<file path="config.mk">
export PLATFORM = sky130hd
export DESIGN_NAME = stbs_front
export DESIGN_NICKNAME = d
export VERILOG_FILES = /design/src/hdl/stbs_pkg.sv /design/src/hdl/stbs_front.sv
export SDC_FILE = /design/constraint.sdc
export NUM_CORES = 1
export LEC_CHECK = 0
export BUFFER_PORTS_ARGS = -buffer_cell sky130_fd_sc_hd__buf_2
export CORE_MARGIN = 5
export CORE_UTILIZATION = 25
export DETAILED_ROUTE_END_ITERATION = 16
export SLEW_MARGIN = 20
export SYNTH_ARGS = -nofsm -noshare
export SYNTH_HDL_FRONTEND = slang
export SYNTH_SLANG_ARGS = --single-unit
</file>
<file path="constraint.sdc">
create_clock -name clk -period 3.6 [get_ports clk]
set_input_delay 0.72 -clock clk [delete_from_list [all_inputs] [get_ports clk]]
set_output_delay 0.72 -clock clk [all_outputs]
set_load 0.01 [all_outputs]
</file>
<file path="src/hdl/stbs_pkg.sv">
`timescale 1ns / 1ps

package stbs_pkg;

  // Table geometry.
  localparam int TABLE_DEPTH = 1024;
  localparam int ADDR_W      = (TABLE_DEPTH > 1) ? $clog2(TABLE_DEPTH) : 1;
  localparam int COUNT_W     = $clog2(TABLE_DEPTH + 1);

  // Command queue between the front and the back.
  localparam int QUEUE_DEPTH = 2;
  localparam int QPTR_W      = (QUEUE_DEPTH > 1) ? $clog2(QUEUE_DEPTH) : 1;
  localparam int QCNT_W      = $clog2(QUEUE_DEPTH + 1);

  // Field widths of the result beat.
  localparam int INDEX_W = 10;
  localparam int STEPS_W = 4;

  typedef enum logic [1:0] {
    OP_CLEAR  = 2'd0,
    OP_APPEND = 2'd1,
    OP_SEARCH = 2'd2
  } op_t;

  typedef enum logic [1:0] {
    ST_FOUND     = 2'd0,
    ST_NOT_FOUND = 2'd1,
    ST_EMPTY     = 2'd2
  } status_t;

  typedef enum logic [2:0] {
    B_IDLE,
    B_STEP,
    B_FIN_HI,
    B_FIN_LO,
    B_RESULT
  } back_state_t;

  // One classified command as it travels through the queue.
  typedef struct packed {
    op_t                kind;
    logic signed [31:0] value;
  } cmd_t;

  // Queue status seen by its producer and consumer.
  typedef struct packed {
    logic full;
    logic empty;
  } q_flags_t;

endpackage

</file>
<file path="src/hdl/stbs_front.sv">
`timescale 1ns / 1ps

module stbs_front (
  input  logic                clk,
  input  logic                rst,
  input  logic                in_valid,
  output logic                in_ready,
  input  logic [1:0]          op,
  input  logic signed [31:0]  value,
  input  stbs_pkg::q_flags_t  q_flags,
  output logic                push,
  output stbs_pkg::cmd_t      push_data
);
  import stbs_pkg::*;

  logic  held_valid;
  cmd_t  held;
  logic  accept;
  logic  keep;

  // The holding register takes a new beat when empty or when it drains now.
  assign push     = held_valid && !q_flags.full;
  assign in_ready = !held_valid || !q_flags.full;
  assign accept   = in_valid && in_ready;
  assign push_data = held;

  // Unused op codes are accepted and dropped here.
  always_comb begin
    unique case (op)
      OP_CLEAR, OP_APPEND, OP_SEARCH: keep = 1'b1;
      default:                        keep = 1'b0;
    endcase
  end

  always_ff @(posedge clk) begin
    if (rst) begin
      held_valid <= 1'b0;
    end else if (accept) begin
      held_valid <= keep;
    end else if (push) begin
      held_valid <= 1'b0;
    end
  end

  always_ff @(posedge clk) begin
    if (accept && keep) begin
      held.kind  <= op_t'(op);
      held.value <= value;
    end
  end

endmodule

</file>
==> results.sh <==
export IMPL_status="finished clean"
export IMPL_clockBufferDepth=2
export IMPL_synth_compound_area_share_pct=2.21
export IMPL_wl_mm=2.31
export IMPL_grt_max_degree=35
export IMPL_avgSynthCellArea_um2=26.9
export IMPL_worstMarginPinSlew_ps=1020
export IMPL_synth_top_area_share_pct=95.0
export IMPL_cts_setup_buffers=0
export IMPL_drt_iter0_markers=16
export IMPL_grt_overflow_total=0
export IMPL_die_x_um=75.6
export IMPL_synth_ff_type="edfxtp_1"
export IMPL_crit_type="in -> reg"
export IMPL_yosysMostFrequentCell="edfxtp_1"
export IMPL_grt_usage_pct=8.81
export IMPL_tns_ps=0
export IMPL_fin_skew_ps=4.06
export IMPL_portBuffers=73
export IMPL_final_fill_count=406
export IMPL_yosys_warnings=0
export IMPL_synth_cells=40
export IMPL_worstSetupStartpointType="input pin"
export IMPL_synth_mux_area_fraction_pct=0
export IMPL_max_cap_viol_count=0
export IMPL_synthXorXnorAreaFrac_pct=0
export IMPL_end_kind="flop"
export IMPL_finalCritPeriodShare_pct=54.3
export IMPL_timing_fmax_mhz=512
export IMPL_ys_types=7
export IMPL_antenna_found_initial=0
export IMPL_firstDrtPassIters=3
export IMPL_vias=684
export IMPL_antenna_cells=0
export IMPL_crit_arrival_ps=1850
export IMPL_peakVddDrop_mv=0.302
export IMPL_synthAdderAreaFrac_pct=0
export IMPL_cts_sinks=35
export IMPL_yosysSeqAreaShare_pct=96.9
export IMPL_cp_max_fo=34
export IMPL_clk_latency_ps=280
export IMPL_num_rows=23
export IMPL_cts_tree="built"
export IMPL_p_per_area_nw_per_um2=509
export IMPL_hold_class="reg -> reg"
export IMPL_cts_root_buf="clkbuf_8"
export IMPL_core_area_um2=4090
export IMPL_chipHeight_um=75.6
export IMPL_synth_top_family_by_area="compound AO/OA/AOI/OAI gates"
export IMPL_route_detailed_drc=0
export IMPL_synth_edf_count=34
export IMPL_clkTransAtPathRegs_ps=70
export IMPL_period_needed_ps=1950
export IMPL_post_synth_top_area_cell="edfxtp_1"
export IMPL_grt_pass1_wl_mm=3.51
export IMPL_htreeDepth=2
export IMPL_async_flop_share_pct=0
export IMPL_drive_gt1_share_pct=69.4
export IMPL_synth_seq_cells=35
export IMPL_timing_hold_violations_final=0
export IMPL_drv_slew=0
export IMPL_avgRoutedWirePerCell_um=13.5
export IMPL_gp_congestion=0.700
export IMPL_nNetsFinal=159
export IMPL_cts_buffers=5
export IMPL_ys_top_cells_by_area="edfxtp_1 95%, dfxtp_1 1.9%, a21bo_2 0.93%, a21oi_2 0.81%, nor2b_1 0.58%"
export IMPL_rsz0062_at_grt="no"
export IMPL_syn_nets=79
export IMPL_via_per_inst=4.00
export IMPL_cp_required_ps=3500
export IMPL_area_growth_pct=49.1
export IMPL_ant_nets=0
export IMPL_cts_resized=0
export IMPL_synth_simple_gate_area_share_pct=0.931
export IMPL_start_util_pct=26.3
export IMPL_p_leak_uw=0.000672
export IMPL_relSlewSlack_pct=31.5
export IMPL_cts_hold_buffers=0
export IMPL_dieArea_um2=5710
export IMPL_syn_cell_area_um2=1070
export IMPL_finalInstanceArea_um2=1600
export IMPL_pin_count=75
export IMPL_first_global_vias=758
export IMPL_setup_viol=0
export IMPL_placed_area_um2=1510
cells in the final DEF, fill, tap and decap left out:
| master | n |
|---|---|
| a21bo_2 | 1 |
| a21oi_2 | 1 |
| a21oi_4 | 1 |
| buf_2 | 73 |
| clkbuf_8 | 5 |
| clkinv_2 | 1 |
| clkinvlp_4 | 2 |
| dfxtp_1 | 1 |
| edfxtp_1 | 34 |
| nand2_1 | 1 |
| nor2b_1 | 1 |
power by group:
part / total, uW / switching (uW) / internal (uW)
registers: 481 / 5.52 / 476
clock network: 268 / 134 / 134
logic: 67.5 / 37.1 / 30.5
total: 816 / 176 / 640
worst paths after layout:
kind / cells after the start / startpoint / end / slack, ps
worst min register to register: 2 / held_valid$_SDFFE_PP0P_ / held_valid$_SDFFE_PP0P_ / 530
worst max register to register: 1 / held_valid$_SDFFE_PP0P_ / push_data[2]$_DFFE_PP_ / 2050
worst min-delay path: 2 / held_valid$_SDFFE_PP0P_ / held_valid$_SDFFE_PP0P_ / 530
worst max-delay path: 3 / op[1] / push_data[2]$_DFFE_PP_ / 1650
per-stage QoR:
| step | util [%] | hold slack (ps) | cells | power (uW) | setup WS [ps] |
|---|---|---|---|---|---|
| after floorplan | - | 524 | 40 | 514 | 533 |
| after global placement | 37.0 | 508 | 163 | 558 | 1390 |
| after detailed placement | 37.0 | 516 | 163 | 560 | 1310 |
| after CTS | 39.2 | 528 | 171 | 831 | 1620 |
| after global routing | 39.2 | 568 | 171 | 862 | 1560 |
| final | 39.2 | 527 | 171 | 816 | 1650 |
critical path, stage by stage:
cell	delay (ps)
buf_2	100
a21bo_2	240
a21oi_4	780
registers in the layout (all words and copies together), names as in the netlist:
name / cells
push_data: 34
held_valid: 1
final cells by class:
class	count	area [um^2]	share of cell area (%)
clock inverter	3	20.0	1.25
tap	50	62.6	3.90
multi-input combinational	5	45.0	2.81
timing repair buffer	73	365	22.8
clock buffer	5	68.8	4.29
sequential	35	1040	64.9
metal layers:
metal  global-route usage (%)  share of wire, %  up-vias
met5                        0                 0        -
met4                     4.66               2.3        0
met3                     6.99                18        5
met2                     13.8                48       54
met1                     8.19                31      309
li1                         -                 -      316
cells by family (layout without fill, tap and decap cells):
kind of cell,Yosys count,after routing
flops,35,35
compound gates,3,3
simple gates,2,2
buf+inv,0,81
(Power assumes the default switching activity.)
