## src/hdl/stbs_pkg.sv

```systemverilog
`timescale 1ns / 1ps

package stbs_pkg;

  // Table geometry.
  localparam int TABLE_DEPTH = 1024;
  localparam int ADDR_W      = (TABLE_DEPTH > 1) ? $clog2(TABLE_DEPTH) : 1;
  localparam int COUNT_W     = $clog2(TABLE_DEPTH + 1);

  // Command queue between the front and the back.
  localparam int QUEUE_DEPTH = 2;
  localparam int QPTR_W      = (QUEUE_DEPTH > 1) ? $clog2(QUEUE_DEPTH) : 1;
  localparam int QCNT_W      = $clog2(QUEUE_DEPTH + 1);

  // Field widths of the result beat.
  localparam int INDEX_W = 10;
  localparam int STEPS_W = 4;

  typedef enum logic [1:0] {
    OP_CLEAR  = 2'd0,
    OP_APPEND = 2'd1,
    OP_SEARCH = 2'd2
  } op_t;

  typedef enum logic [1:0] {
    ST_FOUND     = 2'd0,
    ST_NOT_FOUND = 2'd1,
    ST_EMPTY     = 2'd2
  } status_t;

  typedef enum logic [2:0] {
    B_IDLE,
    B_STEP,
    B_FIN_HI,
    B_FIN_LO,
    B_RESULT
  } back_state_t;

  // One classified command as it travels through the queue.
  typedef struct packed {
    op_t                kind;
    logic signed [31:0] value;
  } cmd_t;

  // Queue status seen by its producer and consumer.
  typedef struct packed {
    logic full;
    logic empty;
  } q_flags_t;

endpackage

```

## src/hdl/stbs_queue.sv

```systemverilog
`timescale 1ns / 1ps

module stbs_queue (
  input  logic                clk,
  input  logic                rst,
  input  logic                push,
  input  stbs_pkg::cmd_t      push_data,
  input  logic                pop,
  output stbs_pkg::cmd_t      pop_data,
  output stbs_pkg::q_flags_t  q_flags
);
  import stbs_pkg::*;

  cmd_t              slots [QUEUE_DEPTH];
  logic [QPTR_W-1:0] wr_ptr;
  logic [QPTR_W-1:0] rd_ptr;
  logic [QCNT_W-1:0] fill;

  assign q_flags.full  = (fill == QCNT_W'(QUEUE_DEPTH));
  assign q_flags.empty = (fill == '0);
  assign pop_data      = slots[rd_ptr];

  // Pointer and fill bookkeeping.
  always_ff @(posedge clk) begin
    if (rst) begin
      wr_ptr <= '0;
      rd_ptr <= '0;
      fill   <= '0;
    end else begin
      if (push) begin
        wr_ptr <= (wr_ptr == QPTR_W'(QUEUE_DEPTH - 1)) ? '0 : wr_ptr + 1'b1;
      end
      if (pop) begin
        rd_ptr <= (rd_ptr == QPTR_W'(QUEUE_DEPTH - 1)) ? '0 : rd_ptr + 1'b1;
      end
      if (push && !pop) begin
        fill <= fill + 1'b1;
      end else if (pop && !push) begin
        fill <= fill - 1'b1;
      end
    end
  end

  always_ff @(posedge clk) begin
    if (push) begin
      slots[wr_ptr] <= push_data;
    end
  end

endmodule

```

## config.mk

```make
export PLATFORM = sky130hd
export DESIGN_NAME = stbs_queue
export DESIGN_NICKNAME = d
export VERILOG_FILES = /design/src/hdl/stbs_pkg.sv /design/src/hdl/stbs_queue.sv
export SDC_FILE = /design/constraint.sdc
export NUM_CORES = 1
export LEC_CHECK = 0
export ABC_AREA = 1
export BUFFER_PORTS_ARGS = -buffer_cell sky130_fd_sc_hd__buf_2
export CORE_UTILIZATION = 45
export CTS_CLUSTER_SIZE = 24
export DETAILED_ROUTE_END_ITERATION = 6
export PLACE_DENSITY = 0.8
export REMOVE_ABC_BUFFERS = 1
export SLEW_MARGIN = 20
export SYNTH_ARGS = -nofsm -noshare
export SYNTH_HDL_FRONTEND = slang
export SYNTH_SLANG_ARGS = --single-unit
```

## constraint.sdc

```tcl
create_clock -name clk -period 2.45 [get_ports clk]
set_input_delay 0.245 -clock clk [delete_from_list [all_inputs] [get_ports clk]]
set_output_delay 0.245 -clock clk [all_outputs]
set_load 0.01 [all_outputs]
```

==> metrics.md <==
| Metric | Value |
|---|---|
| GRT Util Overall | 13.6% |
| Least-Margin Pin Slew | 0.458 ns |
| Syn_area_per_cell | between 20 and 25 um2 |
| CP arrival | 1.43 ns |
| Antenna diodes | 0 |
| Pre-antenna DRT Iters | 4 |
| PortBufs | 73 |
| Sw frac | 21.4% |
| Max-Cap Viols | 0 |
| Clock slew at reported path FFs | ~0.070 ns |
| Post-Syn Area | 2840 um2 |
| Reg power frac | 52.6% |
| Final setup vio count | 0 |
| Worst vdd ir | 0.000436 V |
| FF+latch count, synth | 73 |
| Postcts setup bufs | 0 |
| Clock network power share | 35.7% |
| Synth top cells by count | edfxtp_1, mux2_4, inv_1, nor2_1 |
| Worst Hold Class | in -> reg |
| Peak Freq | 0.596 GHz |
| H-tree depth | 3 |
| Worst EP required | between 2 and 2.5 ns |
| GR Layer Usage met3 | 3.26% |
| Core Area | between 5000 and 6000 um2 |
| Syn Inst Count | approximately 140 |
| CTS root buf | clkbuf_8 |
| Vias in the first global route | 1391 |
| Clock Path Buffers | 2 |
| Cts hold-fix bufs | 0 |
| First-pass GRT wire length | 6.27 mm |
| Critical Path, Cell by Cell | buf_12, mux2_2, buf_2 |
| CTS tree | done |
| Final hold vios | 0 |
| TNS Setup | 0 ns |
| Cell Area, Placed | 3270 um2 |
| Routed len/inst | 14.0 um |
| DIE AREA | 6620 um2 |
| Met1 Track Usage GR | between 10% and 20% |
| Layout Skew | 0.00569 ns |
| CP max stage cell | mux2_2 |
| Leading area contributor after synthesis | edfxtp_1 |
| Vias | 1408 |
| Design area | around 3500 um2 |
| Leading post-synthesis cells by cell area | edfxtp_1, mux2_4, dfxtp_1, buf_12, mux2_2 |
| PD cells | 796 nW/um2 |
| Share of cells above drive strength 1 | 55.9% |
| Post-synth EDFFs | 68 |
| Int Power | between 0.002 and 0.0025 W |
| Dpl cells | 286 |
| Kind of critical path | reg -> out |
| Num ports | 74 |
| YS warnings | 0 |
| Synth top area share | 72.0% |
| Crit path capture type | output pin |
| Met2 Usage GRT | 21.3% |
| Maximum net fanout on the critical path | 34 |
| CP startpoint kind | flip-flop |
| Clock tree sinks | 73 |
| Total Routed Length | 4.22 mm |
| Vias per std cell | 4.66 |
| Reg2Reg Depth | 3 |
| Pin count of the biggest net entering global routing | 35 |
| Routability cong. | 0.603 |
| Most frequent cell after synthesis | edfxtp_1 |
| Detailed router's first-iteration violation count | 62 |
| Die X | roughly 80 um |
| Area grow syn2layout | 22.9% |
| RSZ-0062 raised after global routing | no |
| Worst setup endpoint | pop_data[18] |
| Worst R2R Start | wr_ptr |
| GRT busiest layer | met2 |
| Distinct cell type count after synthesis | 16 |
| GRT overflow | 0 |
| Crit path largest cell delay | 0.36 ns |
| Leakage | about 1.4 nW |
| Die height | 81.4 um |
| Seq/Total Area, Yosys | 75.6% |
| NumNets Final | around 260 |
| Slew HR | just under 70% |
| Run status | finished, final reports clean |
| Initial Util | 47.3% |
| Residual DRC | 0 |
| Fin cells | 302 |
| Rows | 28 |
| Reg2reg end | slots[1][24] |
| Ys flop type | edfxtp_1 |
| Min-Delay Path Depth | 1 |
| Flop2flop setup slack | 1.16 ns |
| Max Slew Vio Count | 0 |
| Critical hold path startpoint | push_data[11] |
| Post-CTS sizing | 0 |
| Final worst path period share | 68.5% |
| Total CTS buffers | 9 |
| Async SR Flop Fraction | 0% |
| Logic gate share of total power | 11.7% |
| Sw power | 0.000593 W |
| Post-DP HPWL | 2.89 mm |
| Clk_lat worst skew | around 0.33 ns |
| Fin crit period | roughly 1.7 ns |
| Initial antenna violation count | 0 |
| Final ANT Viol Nets | 0 |
-- cell usage in the layout (no fill, tap or decap), types with 2 or more instances in the layout --
cell type / count
nor2_1: 6
clkbuf_8: 9
buf_2: 73
nand2_1: 5
bufinv_16: 2
edfxtp_1: 68
dfxtp_1: 4
mux2_2: 4
mux2_4: 30
buf_4: 2
inv_1: 9
-- power by group through the flow --
stage | clock, W | combinational [W] | sequential [W]
6_report | 0.000991 | 0.000325 | 0.00146
5_1_grt | 0.00107 | 0.000357 | 0.00146
4_1_cts | 0.00102 | 0.000331 | 0.00146
3_5_place_dp | 0 | 0.000330 | 0.00149
3_3_place_gp | 0 | 0.000323 | 0.00148
2_1_floorplan | 0 | 0.000185 | 0.00150
-- sequential cells by signal, indices dropped and copies added (netlist names), named ones only --
name	count
rd_ptr	1
slots	68
wr_ptr	1
fill	2
-- final cells by class --
class	instances	area, um2
clock buffers	9	124
multi-input cells	53	596
well taps	75	93.8
repair buffers	76	400
fillers	473	2510
inverters	9	33.8
flip-flops and latches	73	2140
clock inverters	7	93.8
-- routing by layer --
| layer | up-vias | wire length (um) |
|---|---|---|
| met2 | 53 | 2030 |
| met1 | 659 | 1780 |
| li1 | 686 | - |
| met5 | - | 0 |
| met4 | 0 | 113 |
| met3 | 10 | 297 |
-- cells by family after synthesis --
group,synth area share [%]
xor+xnor,0.309
flops,75.6
compound gates,0.353
fa+ha+maj,0.441
mux,17.5
simple gates,2.16
buf+inv,3.71
-- how the worst min path moves through the flow --
stage,endpoint
after detailed placement,slots[0][21]
final,slots[0][11]
after CTS,slots[0][11]
after floorplan,flip-flop
after global placement,slots[0][21]
after global routing,slots[0][25]
-- worst max-delay path: cells and delay by family (launching register included) --
| kind | cells | cell delay (ns) |
|---|---|---|
| mux | 1 | 0.36 |
| flops | 1 | 0.34 |
| buf+inv | 2 | 0.39 |
-- per-stage QoR --
| step | worst slack, ns | hold slack [ns] | util (%) | total power, W |
|---|---|---|---|---|
| 2_1_floorplan | 0.265 | 0.317 | - | 0.00169 |
| 3_3_place_gp | 1.12 | 0.433 | 54.5 | 0.00181 |
| 3_5_place_dp | 1.12 | 0.437 | 54.5 | 0.00182 |
| 4_1_cts | 0.740 | 0.0765 | 58.2 | 0.00281 |
| 5_1_grt | 0.704 | 0.0874 | 58.2 | 0.00289 |
| 6_report | 0.772 | 0.100 | 58.2 | 0.00278 |
(Power assumes the default switching activity.)
